**config.mk**
```make
export PLATFORM = sky130hd
export DESIGN_NAME = optimal_merge_cost_min_heap_flat
export DESIGN_NICKNAME = d
export VERILOG_FILES = /design/src/hw/rtl/omc_pkg.sv /design/src/hw/rtl/omc_file_if.sv /design/src/hw/rtl/omc_result_if.sv /design/src/hw/rtl/omc_ctrl.sv /design/src/hw/rtl/omc_datapath.sv /design/src/hw/rtl/optimal_merge_cost_min_heap.sv /design/src/flat_wrapper.sv
export SDC_FILE = /design/constraint.sdc
export NUM_CORES = 2
export LEC_CHECK = 0
export BUFFER_PORTS_ARGS = -buffer_cell sky130_fd_sc_hd__buf_2
export CORE_ASPECT_RATIO = 1.5
export CORE_UTILIZATION = 50
export CTS_CLUSTER_DIAMETER = 50
export CTS_CLUSTER_SIZE = 30
export DETAILED_ROUTE_END_ITERATION = 12
export PLACE_DENSITY_LB_ADDON = 0.1
export SLEW_MARGIN = 20
export SYNTH_ARGS = -nofsm -noshare
export SYNTH_HDL_FRONTEND = slang
export SYNTH_SLANG_ARGS = --single-unit
```
**constraint.sdc**
```tcl
create_clock -name i_clk -period 6.6 [get_ports i_clk]
set_input_delay 0.66 -clock i_clk [delete_from_list [all_inputs] [get_ports i_clk]]
set_output_delay 0.66 -clock i_clk [all_outputs]
set_load 0.005 [all_outputs]
```
**src/hw/rtl/omc_pkg.sv**
```systemverilog
// Package with widths, state and command types of the merge-cost heap block.
`timescale 1ns / 1ps

package omc_pkg;

    localparam int FSIZE_W = 16;
    localparam int SIZE_W  = 21;
    localparam int COST_W  = 26;

    typedef enum logic [3:0] {
        S_IDLE,
        S_UP_STEP,
        S_UP_CMP,
        S_START,
        S_SINGLE,
        S_POP_RD,
        S_POP_TAKE,
        S_DN_RD,
        S_DN_CMP,
        S_MERGE,
        S_EMIT
    } t_state;

    typedef enum logic [3:0] {
        OP_NONE,
        OP_LOAD,
        OP_DROP,
        OP_UP_STEP,
        OP_UP_CMP,
        OP_RD_ROOT,
        OP_SINGLE,
        OP_POP_RD,
        OP_POP_TAKE,
        OP_DN_RD,
        OP_DN_CMP,
        OP_MERGE,
        OP_EMIT
    } t_dp_op;

    typedef struct packed {
        t_dp_op op;
        logic   second;
        logic   merging;
    } t_dp_cmd;

    typedef struct packed {
        logic full;
        logic cnt_le1;
        logic cnt_zero;
        logic pos_zero;
        logic up_stop;
        logic dn_stop;
        logic out_free;
    } t_dp_sts;

endpackage

```
**src/hw/rtl/omc_file_if.sv**
```systemverilog
// Valid/ready channel that carries one file size per transaction.
`timescale 1ns / 1ps

interface omc_file_if;
    import omc_pkg::*;

    logic               valid;
    logic               ready;
    logic [FSIZE_W-1:0] file_size;
    logic               last_file;

    modport source (output valid, output file_size, output last_file, input ready);
    modport sink   (input valid, input file_size, input last_file, output ready);
endinterface

```
**src/hw/rtl/omc_result_if.sv**
```systemverilog
// Valid/ready channel that carries one merge result per transaction.
`timescale 1ns / 1ps

interface omc_result_if;
    import omc_pkg::*;

    logic              valid;
    logic              ready;
    logic [SIZE_W-1:0] first_size;
    logic [SIZE_W-1:0] second_size;
    logic [SIZE_W-1:0] merged_size;
    logic [COST_W-1:0] running_cost;
    logic              merge_valid;
    logic              overflow;
    logic              last_result;

    modport source (
        output valid, output first_size, output second_size, output merged_size,
        output running_cost, output merge_valid, output overflow, output last_result,
        input ready
    );
    modport sink (
        input valid, input first_size, input second_size, input merged_size,
        input running_cost, input merge_valid, input overflow, input last_result,
        output ready
    );
endinterface

```
**src/hw/rtl/omc_ctrl.sv**
```systemverilog
// Controller state machine that sequences loading, heap sifts and merges.
`timescale 1ns / 1ps

module omc_ctrl (
    input  logic             i_clk,
    input  logic             i_rst_n,
    input  logic             i_in_valid,
    input  logic             i_in_last,
    output logic             o_in_ready,
    input  omc_pkg::t_dp_sts i_sts,
    output omc_pkg::t_dp_cmd o_cmd
);
    import omc_pkg::*;

    t_state r_state, n_state;
    logic   r_last, n_last;
    logic   r_merging, n_merging;
    logic   r_second, n_second;

    always_ff @(posedge i_clk) begin
        if (!i_rst_n) begin
            r_state   <= S_IDLE;
            r_last    <= 1'b0;
            r_merging <= 1'b0;
            r_second  <= 1'b0;
        end else begin
            r_state   <= n_state;
            r_last    <= n_last;
            r_merging <= n_merging;
            r_second  <= n_second;
        end
    end

    // Next state and the control flags that go with it.
    always_comb begin
        t_state after_push;
        t_state after_pop;
        logic   pop_second;

        n_state   = r_state;
        n_last    = r_last;
        n_merging = r_merging;
        n_second  = r_second;

        after_push = r_merging ? S_EMIT : (r_last ? S_START : S_IDLE);
        after_pop  = r_second ? S_MERGE : S_POP_RD;
        pop_second = !r_second;

        unique case (r_state)
            S_IDLE: begin
                if (i_in_valid) begin
                    n_last = i_in_last;
                    if (i_sts.full) begin
                        n_state = i_in_last ? S_START : S_IDLE;
                    end else begin
                        n_state = S_UP_STEP;
                    end
                end
            end
            S_UP_STEP: begin
                n_state = i_sts.pos_zero ? after_push : S_UP_CMP;
            end
            S_UP_CMP: begin
                n_state = i_sts.up_stop ? after_push : S_UP_STEP;
            end
            S_START: begin
                if (i_sts.cnt_le1) begin
                    n_state = S_SINGLE;
                end else begin
                    n_state   = S_POP_RD;
                    n_merging = 1'b1;
                    n_second  = 1'b0;
                end
            end
            S_SINGLE: begin
                n_state = S_EMIT;
            end
            S_POP_RD: begin
                n_state = S_POP_TAKE;
            end
            S_POP_TAKE: begin
                if (i_sts.cnt_zero) begin
                    n_state  = after_pop;
                    n_second = pop_second;
                end else begin
                    n_state = S_DN_RD;
                end
            end
            S_DN_RD: begin
                n_state = S_DN_CMP;
            end
            S_DN_CMP: begin
                if (i_sts.dn_stop) begin
                    n_state  = after_pop;
                    n_second = pop_second;
                end else begin
                    n_state = S_DN_RD;
                end
            end
            S_MERGE: begin
                n_state = S_UP_STEP;
            end
            S_EMIT: begin
                if (i_sts.out_free) begin
                    if (i_sts.cnt_le1) begin
                        n_state   = S_IDLE;
                        n_merging = 1'b0;
                        n_last    = 1'b0;
                    end else begin
                        n_state  = S_POP_RD;
                        n_second = 1'b0;
                    end
                end
            end
            default: begin
                n_state = S_IDLE;
            end
        endcase
    end

    // Datapath command for the current state.
    always_comb begin
        o_in_ready    = 1'b0;
        o_cmd.op      = OP_NONE;
        o_cmd.second  = r_second;
        o_cmd.merging = r_merging;

        unique case (r_state)
            S_IDLE: begin
                o_in_ready = 1'b1;
                if (i_in_valid) begin
                    o_cmd.op = i_sts.full ? OP_DROP : OP_LOAD;
                end
            end
            S_UP_STEP:  o_cmd.op = OP_UP_STEP;
            S_UP_CMP:   o_cmd.op = OP_UP_CMP;
            S_START:    o_cmd.op = OP_RD_ROOT;
            S_SINGLE:   o_cmd.op = OP_SINGLE;
            S_POP_RD:   o_cmd.op = OP_POP_RD;
            S_POP_TAKE: o_cmd.op = OP_POP_TAKE;
            S_DN_RD:    o_cmd.op = OP_DN_RD;
            S_DN_CMP:   o_cmd.op = OP_DN_CMP;
            S_MERGE:    o_cmd.op = OP_MERGE;
            S_EMIT:     o_cmd.op = OP_EMIT;
            default:    o_cmd.op = OP_NONE;
        endcase
    end

endmodule

```
**src/hw/rtl/omc_datapath.sv**
```systemverilog
// Datapath with the heap memory, sift pointers, merge adder and result register.
`timescale 1ns / 1ps

module omc_datapath #(
    parameter int HEAP_DEPTH = 32
) (
    input  logic                         i_clk,
    input  logic                         i_rst_n,
    input  omc_pkg::t_dp_cmd             i_cmd,
    output omc_pkg::t_dp_sts             o_sts,
    input  logic [omc_pkg::FSIZE_W-1:0]  i_file_size,
    omc_result_if.source                 o_result
);
    import omc_pkg::*;

    localparam int AW = $clog2(HEAP_DEPTH);
    localparam int CW = $clog2(HEAP_DEPTH + 1);
    localparam int IW = CW + 1;

    logic [SIZE_W-1:0] r_mem [HEAP_DEPTH];
    logic [SIZE_W-1:0] r_rd0, r_rd1;

    logic [CW-1:0]     r_count;
    logic [COST_W-1:0] r_cost;
    logic              r_drop;
    logic [AW-1:0]     r_pos;
    logic [SIZE_W-1:0] r_val, r_a, r_b, r_m;

    logic              r_out_valid;
    logic [SIZE_W-1:0] r_out_first, r_out_second, r_out_merged;
    logic [COST_W-1:0] r_out_cost;
    logic              r_out_mvalid, r_out_ovf, r_out_last;

    logic [AW-1:0]     w_parent;
    logic [IW-1:0]     w_lidx, w_ridx;
    logic              w_l_ok, w_r_ok;
    logic              w_best_l, w_best_r;
    logic [SIZE_W-1:0] w_best_lv, w_child;
    logic [AW-1:0]     w_child_pos;
    logic [SIZE_W-1:0] w_sum;
    logic              w_out_free;

    logic              w_we;
    logic [AW-1:0]     w_wa, w_ra0, w_ra1;
    logic [SIZE_W-1:0] w_wd;

    assign w_parent = (r_pos - AW'(1)) >> 1;
    assign w_lidx   = (IW'(r_pos) << 1) + IW'(1);
    assign w_ridx   = w_lidx + IW'(1);
    assign w_l_ok   = w_lidx < IW'(r_count);
    assign w_r_ok   = w_ridx < IW'(r_count);

    // Child compare for the sift-down step: ties keep the hole, then the left child.
    assign w_best_l    = w_l_ok && (r_rd0 < r_val);
    assign w_best_lv   = w_best_l ? r_rd0 : r_val;
    assign w_best_r    = w_r_ok && (r_rd1 < w_best_lv);
    assign w_child     = w_best_r ? r_rd1 : r_rd0;
    assign w_child_pos = w_best_r ? w_ridx[AW-1:0] : w_lidx[AW-1:0];

    assign w_sum      = r_a + r_b;
    assign w_out_free = !r_out_valid || o_result.ready;

    assign o_sts.full     = r_count == CW'(HEAP_DEPTH);
    assign o_sts.cnt_le1  = r_count <= CW'(1);
    assign o_sts.cnt_zero = r_count == '0;
    assign o_sts.pos_zero = r_pos == '0;
    assign o_sts.up_stop  = r_rd0 <= r_val;
    assign o_sts.dn_stop  = !w_best_l && !w_best_r;
    assign o_sts.out_free = w_out_free;

    // Memory port addresses and the single write per cycle.
    always_comb begin
        w_we  = 1'b0;
        w_wa  = r_pos;
        w_wd  = r_val;
        w_ra0 = '0;
        w_ra1 = '0;
        unique case (i_cmd.op)
            OP_UP_STEP: begin
                if (r_pos == '0) begin
                    w_we = 1'b1;
                end else begin
                    w_ra0 = w_parent;
                end
            end
            OP_UP_CMP: begin
                w_we = 1'b1;
                w_wd = (r_rd0 <= r_val) ? r_val : r_rd0;
            end
            OP_POP_RD: begin
                w_ra1 = r_count[AW-1:0] - AW'(1);
            end
            OP_DN_RD: begin
                w_ra0 = w_l_ok ? w_lidx[AW-1:0] : '0;
                w_ra1 = w_r_ok ? w_ridx[AW-1:0] : '0;
            end
            OP_DN_CMP: begin
                w_we = 1'b1;
                w_wd = (!w_best_l && !w_best_r) ? r_val : w_child;
            end
            default: begin
                w_we = 1'b0;
            end
        endcase
    end

    always_ff @(posedge i_clk) begin
        if (w_we) begin
            r_mem[w_wa] <= w_wd;
        end
        r_rd0 <= r_mem[w_ra0];
        r_rd1 <= r_mem[w_ra1];
    end

    // Counter, cost and overflow flag.
    always_ff @(posedge i_clk) begin
        if (!i_rst_n) begin
            r_count <= '0;
            r_cost  <= '0;
            r_drop  <= 1'b0;
        end else begin
            unique case (i_cmd.op)
                OP_LOAD:   r_count <= r_count + CW'(1);
                OP_DROP:   r_drop  <= 1'b1;
                OP_POP_RD: r_count <= r_count - CW'(1);
                OP_MERGE: begin
                    r_count <= r_count + CW'(1);
                    r_cost  <= r_cost + COST_W'(w_sum);
                end
                OP_EMIT: begin
                    if (w_out_free && (r_count <= CW'(1))) begin
                        r_count <= '0;
                        r_cost  <= '0;
                        r_drop  <= 1'b0;
                    end
                end
                default: begin
                    r_count <= r_count;
                end
            endcase
        end
    end

    // Sift pointer, moving value and the operands of the current merge.
    always_ff @(posedge i_clk) begin
        unique case (i_cmd.op)
            OP_LOAD: begin
                r_val <= SIZE_W'(i_file_size);
                r_pos <= r_count[AW-1:0];
            end
            OP_UP_CMP: begin
                if (r_rd0 > r_val) begin
                    r_pos <= w_parent;
                end
            end
            OP_SINGLE: begin
                r_a <= (r_count == '0) ? '0 : r_rd0;
                r_b <= '0;
                r_m <= '0;
            end
            OP_POP_TAKE: begin
                if (i_cmd.second) begin
                    r_b <= r_rd0;
                end else begin
                    r_a <= r_rd0;
                end
                r_val <= r_rd1;
                r_pos <= '0;
            end
            OP_DN_CMP: begin
                if (w_best_l || w_best_r) begin
                    r_pos <= w_child_pos;
                end
            end
            OP_MERGE: begin
                r_m   <= w_sum;
                r_val <= w_sum;
                r_pos <= r_count[AW-1:0];
            end
            default: begin
                r_pos <= r_pos;
            end
        endcase
    end

    // Result register: the next merge proceeds while a result waits here.
    always_ff @(posedge i_clk) begin
        if (!i_rst_n) begin
            r_out_valid <= 1'b0;
        end else if ((i_cmd.op == OP_EMIT) && w_out_free) begin
            r_out_valid <= 1'b1;
        end else if (o_result.ready) begin
            r_out_valid <= 1'b0;
        end
    end

    always_ff @(posedge i_clk) begin
        if ((i_cmd.op == OP_EMIT) && w_out_free) begin
            r_out_first  <= r_a;
            r_out_second <= r_b;
            r_out_merged <= r_m;
            r_out_cost   <= r_cost;
            r_out_mvalid <= i_cmd.merging;
            r_out_ovf    <= r_drop;
            r_out_last   <= r_count <= CW'(1);
        end
    end

    assign o_result.valid        = r_out_valid;
    assign o_result.first_size   = r_out_first;
    assign o_result.second_size  = r_out_second;
    assign o_result.merged_size  = r_out_merged;
    assign o_result.running_cost = r_out_cost;
    assign o_result.merge_valid  = r_out_mvalid;
    assign o_result.overflow     = r_out_ovf;
    assign o_result.last_result  = r_out_last;

endmodule

```
**src/hw/rtl/optimal_merge_cost_min_heap.sv**
```systemverilog
// Top level of the optimal merge cost block built on a binary min-heap.
//
//  Channel   Direction  Transaction carries
//  i_file    in         file_size, last_file
//  o_result  out        first_size, second_size, merged_size, running_cost,
//                       merge_valid, overflow, last_result
//
// An accepted file size climbs with a parent read and a compare per level, or is
// written when it ends at the root. A merge takes two pops (a read and a take,
// then a child read and a compare per level down), an add step, the same sift-up
// without the accept and an emit step; the two read ports are registered.
// No input is taken while merges run. Reset is synchronous with no clearing
// pass; a stalled result waits in the output register while the next merge runs.
`timescale 1ns / 1ps

module optimal_merge_cost_min_heap #(
    parameter int HEAP_DEPTH = 32
) (
    input  logic          i_clk,
    input  logic          i_rst_n,
    omc_file_if.sink      i_file,
    omc_result_if.source  o_result
);
    import omc_pkg::*;

    t_dp_cmd w_cmd;
    t_dp_sts w_sts;
    logic    w_in_ready;

    assign i_file.ready = w_in_ready;

    omc_ctrl u_ctrl (
        .i_clk      (i_clk),
        .i_rst_n    (i_rst_n),
        .i_in_valid (i_file.valid),
        .i_in_last  (i_file.last_file),
        .o_in_ready (w_in_ready),
        .i_sts      (w_sts),
        .o_cmd      (w_cmd)
    );

    omc_datapath #(
        .HEAP_DEPTH (HEAP_DEPTH)
    ) u_datapath (
        .i_clk       (i_clk),
        .i_rst_n     (i_rst_n),
        .i_cmd       (w_cmd),
        .o_sts       (w_sts),
        .i_file_size (i_file.file_size),
        .o_result    (o_result)
    );

endmodule

```
**src/flat_wrapper.sv**
```systemverilog
// flat-port wrapper written by rule: the top's interface ports become plain ports
module optimal_merge_cost_min_heap_flat import omc_pkg::*;
#(
    parameter int HEAP_DEPTH = 32
)
  (i_clk, i_rst_n, i_file_valid, i_file_file_size, i_file_last_file, i_file_ready, o_result_valid, o_result_first_size, o_result_second_size, o_result_merged_size, o_result_running_cost, o_result_merge_valid, o_result_overflow, o_result_last_result, o_result_ready);
  omc_file_if i_file_i ();
  omc_result_if o_result_i ();
  input  logic i_clk;
  input  logic i_rst_n;
  input wire logic [$bits(i_file_i.valid)-1:0] i_file_valid;
  input wire logic [$bits(i_file_i.file_size)-1:0] i_file_file_size;
  input wire logic [$bits(i_file_i.last_file)-1:0] i_file_last_file;
  output wire logic [$bits(i_file_i.ready)-1:0] i_file_ready;
  output wire logic [$bits(o_result_i.valid)-1:0] o_result_valid;
  output wire logic [$bits(o_result_i.first_size)-1:0] o_result_first_size;
  output wire logic [$bits(o_result_i.second_size)-1:0] o_result_second_size;
  output wire logic [$bits(o_result_i.merged_size)-1:0] o_result_merged_size;
  output wire logic [$bits(o_result_i.running_cost)-1:0] o_result_running_cost;
  output wire logic [$bits(o_result_i.merge_valid)-1:0] o_result_merge_valid;
  output wire logic [$bits(o_result_i.overflow)-1:0] o_result_overflow;
  output wire logic [$bits(o_result_i.last_result)-1:0] o_result_last_result;
  input wire logic [$bits(o_result_i.ready)-1:0] o_result_ready;
  assign i_file_i.valid = i_file_valid;
  assign i_file_i.file_size = i_file_file_size;
  assign i_file_i.last_file = i_file_last_file;
  assign i_file_ready = i_file_i.ready;
  assign o_result_valid = o_result_i.valid;
  assign o_result_first_size = o_result_i.first_size;
  assign o_result_second_size = o_result_i.second_size;
  assign o_result_merged_size = o_result_i.merged_size;
  assign o_result_running_cost = o_result_i.running_cost;
  assign o_result_merge_valid = o_result_i.merge_valid;
  assign o_result_overflow = o_result_i.overflow;
  assign o_result_last_result = o_result_i.last_result;
  assign o_result_i.ready = o_result_ready;
  optimal_merge_cost_min_heap #(.HEAP_DEPTH(HEAP_DEPTH)) u_core (.i_clk(i_clk), .i_rst_n(i_rst_n), .i_file(i_file_i), .o_result(o_result_i));
endmodule
```
[After elaboration in Yosys (flattened, before gate mapping)]
Memory sizes are Yosys's and may differ from the RTL's. A register that Yosys moved wholly into a read port is not among the register bits.
Cells that the tools add are included.
Cells by class
  reduce and logical (&&, ||, !) cells: 37
  multiplexer cells: 62
  $add $sub $neg: 8
  order comparisons: 7
  equality and inequality tests: 33
Operator list (count)
  $pmux 21 s2: 4
  $mux 21: 7
  $pmux 4 s11: 2
  $pmux 21 s3: 1
  $pmux 26 s2: 1
  $lt 21x21->1: 2
  $mux 4: 9
  $eq 4x4->1 const B: 8
  $eq 4x3->1 const B: 7
  $add 26x21->26: 1
  $mux 26: 1
  $mux 5: 5
  $add 21x21->21: 1
  $gt 21x21->1: 1
  $le 21x21->1: 1
  $ne 2x2->1 const B: 10
  $pmux 5 s2: 2
  $pmux 5 s4: 1
  $pmux 6 s3: 1
  $eq 4x2->1 const B: 4
  $mux 1: 16
  $lt 7x6->1: 2
  $reduce_bool 2->1: 7
  $reduce_and 2->1: 6
  other kinds (25): 47
Word-level totals
  word-level logic and storage cells: 168
  flip-flop bits (word level): 222
  memories: 1
  output and inout port bits: 94
  input bits: 21
  memory bits (writable): 672
Memories
  u_core.u_datapath.r_mem: words 32, bits a word 21, read ports 2, clocked after Yosys merged registers in 2, wr ports 1, RTL line omc_datapath.sv:20  | logic [SIZE_W-1:0] r_mem [HEAP_DEPTH];

[Logic depth before layout (Yosys ltp)]
  depth after elaboration: 10
  depth in mapped cells: 22
  depth with buffers taken out: 18

[Cells and area by module]
From an unflattened synthesis, not the netlist that was laid out.
Unflattened totals
  cell total of the unflattened synthesis: 3188
  area, all modules: 44350.0 um^2
Modules (own cells, without submodules)
  omc_datapath: area each 43640.6 um^2, sequential area each 27136.0 um^2, cells an instance 3089, times used 1
  omc_ctrl: area each 709.4 um^2, sequential area each 140.1 um^2, cells an instance 99, times used 1

[Worst setup path before layout]
Ideal clock, no wire load.
  kind: register -> register
  start point: register u_core.u_ctrl.r_state[1]
  end point: register u_core.u_datapath.r_count[4]
  arrival: 6353 ps
  buffers on the path: 2
  cell stages (with the launch flop): 9
  data required time: 6470 ps
  setup slack: 117 ps
  cells stage by stage: dfxtp_1 buf_2 nand4bb_1 nor2_1 nand2_1 and3_1 clkbuf_1 a2111oi_0 nor3_1
Between the ends
  cells in the longest elaborated chain, start to end: 6
  elaborated cells on any way between the ends: 21
  classes of those cells: eq/ne: 15; mux: 2; reduce/logical: 4
RTL lines
  start, declared: RTL line omc_ctrl.sv:15  | t_state r_state, n_state;
  start signal, assigned: RTL line omc_ctrl.sv:27  | r_state <= n_state;
  $eq 4x4->1 (tied with other cells): RTL line omc_ctrl.sv:128  | unique case (r_state)
  $pmux 4 s11 *: RTL line omc_ctrl.sv:128
  $eq 4x4->1 / $eq 4x1->1 (equally long branches): RTL line omc_datapath.sv:122  | unique case (i_cmd.op)
  $reduce_or 2->1 (no line)
  $reduce_bool 3->1 (no line)
  $reduce_and 2->1 (no line)
  end signal, assigned: RTL line omc_datapath.sv:123  | OP_LOAD: r_count <= r_count + CW'(1);
  end signal, assigned: RTL line omc_datapath.sv:125  | OP_POP_RD: r_count <= r_count - CW'(1);
  end signal, assigned: RTL line omc_datapath.sv:127  | r_count <= r_count + CW'(1);
  end, declared: RTL line omc_datapath.sv:23  | logic [CW-1:0] r_count;
Every way passes the cells marked *; elsewhere a longest branch is shown, timed or not.
A chain may end at the register's enable or synchronous reset.

[Final worst setup path]
  start point: register u_core.u_datapath.r_count[4]
  end point: memory u_core.u_datapath.r_mem[0][4] (data pin)
Between the ends
  cells in the longest elaborated chain, start to end: 9
  elaborated cells on any way between the ends: 18
  classes of those cells: order compare: 3; eq/ne: 3; mux: 7; reduce/logical: 5
RTL lines
  $lt 7x6->1: RTL line omc_datapath.sv:50  | assign w_l_ok = w_lidx < IW'(r_count);
  $logic_and 1x1->1: RTL line omc_datapath.sv:54  | assign w_best_l = w_l_ok && (r_rd0 < r_val);
  $mux 21: RTL line omc_datapath.sv:55  | assign w_best_lv = w_best_l ? r_rd0 : r_val;
  $lt 21x21->1: RTL line omc_datapath.sv:56  | assign w_best_r = w_r_ok && (r_rd1 < w_best_lv);
  $logic_and 1x1->1: RTL line omc_datapath.sv:56
  $logic_not 1->1: RTL line omc_datapath.sv:99  | w_wd = (!w_best_l && !w_best_r) ? r_val : w_child;
  $logic_and 1x1->1: RTL line omc_datapath.sv:99
  $mux 21: RTL line omc_datapath.sv:99
  $pmux 21 s2 *: RTL line omc_datapath.sv:78  | unique case (i_cmd.op)
  via u_core.u_datapath.w_wd[4]: RTL line omc_datapath.sv:45  | logic [SIZE_W-1:0] w_wd;
  end, declared: RTL line omc_datapath.sv:20
Mark *: on every way through the listed nets, which the timed path passes. The rest lies on a longest branch.

==> summary.md <==
| Metric | Value |
|---|---|
| YS warnings | 0 |
| IO Port Bufs | about 110 |
| Routed WL per cell | slightly below 30 microns |
| P per Cell Area | 365 nW/um^2 |
| DIE HEIGHT | 372 microns |
| Total Power | about 19 mW |
| H-tree depth | 3 |
| Pin count of the biggest net entering global routing | between 100 and 150 |
| Final period util | a little over nine tenths |
| Die ar. | ~93000 sq um |
| Top-Level Pins | about 120 |
| Total grt overflow | 0 |
| Worst slew pin tran | between 1000 and 1500 ps |
| CTS Buf Count | 78 |
| Detail Route Antenna Nets | 0 |
| Final Hold Viols | 0 |
| Comb power frac | about a third |
| Hold depth | 2 |
| WP data required | approximately 7000 ps |
| Post-cts hold buffer count | 0 |
| Hold slack | between 300 and 400 ps |
| Global-route wire length before repair | approximately 230000 microns |
| Sequential cell area | roughly 27000 sq um |
| CTS tree | yes |
| Worst Setup End Kind | register |
| Gpl congestion | 0.944 |
| Post-CTS Setup Bufs | 0 |
| Async S/R FF share, synth | 0% |
| Worst R2R Setup Slack | around 250 ps |
| Synth top area share | 56.0% |
| Synthesis-stage register bit count | roughly 940 |
| Critical R2R Launch | u_core.u_datapath.r_count[4] |
| Maxcap violations | 0 |
| Post-synthesis cell area | ~46000 sq um |
| DRC Markers | 0 |
| Lkg Pwr | approximately 18 nW |
| Initial drt markers | 4023 |
| Critical path, cell by cell | inv_1 > ha_1 > a21o_1 > a21o_1 > nor2_1 > or4b_1 > buf_4 > mux2i_1 > ha_1 > a21oi_1 > o21ai_0 > a22oi_1 > a21oi_1 > or3_1 > a211o_1 > or2_1 > buf_4 > o221ai_2 > buf_4 |
| Syn_nets | between 4000 and 5000 |
| Final setup viols | 0 |
| Initial antenna violation count | 4 |
| Number of distinct library cells after synthesis | 86 |
| Root Driver | clkbuf_16 |
| Switching part of the total | a little under two fifths |
| GRT Total Usage | about 34% |
| Worst vdd ir | 0.345 mV |
| Worst min-delay path startpoint | i_rst_n |
| Max Slew Vio Count | 0 |
| Status | finished clean |
| Hold Crit Class | in -> reg |
| RSZ-0062 raised after global routing | false |
| Worst Reg2Reg Path Length in Cells | 19 |
| Placed inst area | between 40000 and 50000 sq um |
| Psw | just over 7 mW |
| Die X | between 200 and 250 microns |
| Crit path DAT | a little under 7000 ps |
| Skew final | ~46 ps |
| Seq/Total Area, Yosys | around 60% |
| Type of the worst setup path | reg -> reg |
| Slew headroom | between 20% and 30% |
| Post-synth top area cell | edfxtp_1 |
| Hold endpoint | u_core.u_ctrl.r_second |
| Post-Synthesis Cells | 4157 |
| Vias per std cell | 6.58 |
| Minimum clock period | approximately 6300 ps |
| Clock network fraction of design power | 27.4% |
| Most frequent cells in the layout | nand2_1 (947), edfxtp_1 (853), a21oi_1 (293) |
| Flop pwr share | ~40% |
| Dpl cells | 5282 |
| Dominant cells by area after synthesis | edfxtp_1 (56%), nand2_1 (7.8%), dfxtp_1 (3.6%) |
| Core ar. | ~90000 sq um |
| RR Endpoint | u_core.u_datapath.r_mem[0][4] |
| Slowest stage delay, CP | roughly 780 ps |
| Clock sinks | roughly 940 |
| Commonest non-fill, non-tap cell in the layout | nand2_1 |
| DP Wirelength | between 100000 and 150000 microns |
| Area growth from synthesis to layout | 11.5% |
| Post-CTS resize count | 0 |
| Critical path peak fanout | 32 |
| Final Cell Area | around 51000 sq um |
| Max Buffers Root-to-Sink | 3 |
| Layout cells sized above 1 | a little under an eighth |
| Setup TNS | 0 ps |
| Skew-Pair Late Insertion Delay | a little over 700 ps |
| Post-synth EDFFs | ~850 |
| Crit-path most repeated cell | buf_4 |
| # rows | between 100 and 150 |
| Clock slew at reported path FFs | about 90 ps |
| DR vias | around 36000 |
| Fin nets | approximately 4300 |
| Vias in the first global route | 34100 |
| Peak Freq | ~160 MHz |
| Fillcell total | around 7600 |
| Initial Utilization | 50.6% |
| Ys flop type | edfxtp_1 |
| Final non-filler cell total | 5429 |
| Mean Syn Cell Area | 11.0 sq um |
| DRT Pass-1 Iters | 8 |
| Power Internal | approximately 11 mW |
| Startpoint type of the worst setup path | register |
| Routed WL | 160000 microns |
| Multi-input combinational cell area | between 15000 and 20000 sq um |
| Worst path slowest cell | or4b_1 |
## Yosys cell counts (all sizes together), types with 28 or more instances
cell type  instances
a32o              61
dfxtp             83
a211oi            28
a21oi            297
xnor2             28
buf              111
nor2             126
and2              62
a32oi             71
a311oi            40
nand4             52
ha               100
and3             126
o21ai            193
mux2i             89
nand3            134
a31oi             48
nand2            950
inv               81
edfxtp           853
a21boi            85
clkbuf           181
## layer usage
metal	vias up	track usage (%)	routed length (microns)
met5	-	0	42
met4	6	22.8	11700
met2	1941	56.5	75400
li1	15700	-	-
met1	17600	41.8	58600
met3	485	5.34	14100
## cells by family (layout without fill, tap and decap cells)
family | Yosys count | count (layout) | synth area share (%)
flip-flops | 936 | 936 | 59.7
AND/OR/NAND/NOR | 1557 | 1557 | 15.2
buffers and inverters | 373 | 479 | 3.59
XOR/XNOR | 44 | 44 | 0.843
other | 0 | 2 | 0
adder cells (fa/ha/maj) | 102 | 102 | 2.83
AO/OA/AOI/OAI | 1056 | 1056 | 15.9
multiplexers | 89 | 89 | 1.95
## critical path, delay by kind of cell (launching register included)
kind	cells	cell delay [ps]
muxes	1	300
AOI/OAI and AO/OA	8	1740
adders and majority gates	2	680
buffers and inverters	4	1120
DFF	1	530
and+or+nand+nor	4	1680
## power groups by stage
stage               Sequential (mW)  Clock (mW)  Combinational, mW
CTS                            7.31        5.16               6.07
floorplan                      7.38           0               3.94
global placement               7.43           0               6.02
detailed placement             7.45           0               6.04
finish                         7.32        5.11               6.19
global route                   7.35        5.38               6.63
## worst max-delay path by stage
stage,start,to,slack (ps)
2_1_floorplan,u_core.u_ctrl.r_state[1],u_core.u_datapath.r_count[4],120
3_3_place_gp,u_core.u_datapath.r_count[4],u_core.u_datapath.r_mem[1][4],420
3_5_place_dp,u_core.u_datapath.r_count[4],u_core.u_datapath.r_mem[0][4],360
4_1_cts,u_core.u_datapath.r_count[4],u_core.u_datapath.r_mem[0][4],290
5_1_grt,u_core.u_datapath.r_count[4],u_core.u_datapath.r_mem[0][4],50
6_report,u_core.u_datapath.r_count[4],u_core.u_datapath.r_mem[0][4],250
## sequential cells by signal, summed over array words and instances (netlist names), 4 cells and up
name / flops
u_core.u_datapath.r_rd0: 21
u_core.u_datapath.r_pos: 5
u_core.u_ctrl.r_state: 4
u_core.u_datapath.r_count: 6
u_core.u_datapath.r_b: 21
u_core.u_datapath.r_mem: 672
u_core.u_datapath.o_result.merged_size: 21
u_core.u_datapath.r_m: 21
u_core.u_datapath.o_result.first_size: 21
u_core.u_datapath.o_result.running_cost: 26
u_core.u_datapath.r_val: 21
u_core.u_datapath.r_cost: 26
u_core.u_datapath.r_a: 21
u_core.u_datapath.r_rd1: 21
u_core.u_datapath.o_result.second_size: 21
## metrics by stage
stage	utilization, %	setup WS (ps)
after global routing	56.4	51.1
after floorplan	-	117
after global placement	53.2	421
after CTS	56.4	294
final	56.4	254
after detailed placement	53.2	364
## final cells by class
type	count	area share, %
well taps	1164	2.86
multi-input cells	2848	34.0
inverters	81	0.596
clock buffers	84	3.89
diodes	2	0.00982
repair buffers	253	3.39
clock inverters	61	1.71
flip-flops and latches	936	53.5
(Power assumes the default switching activity.)
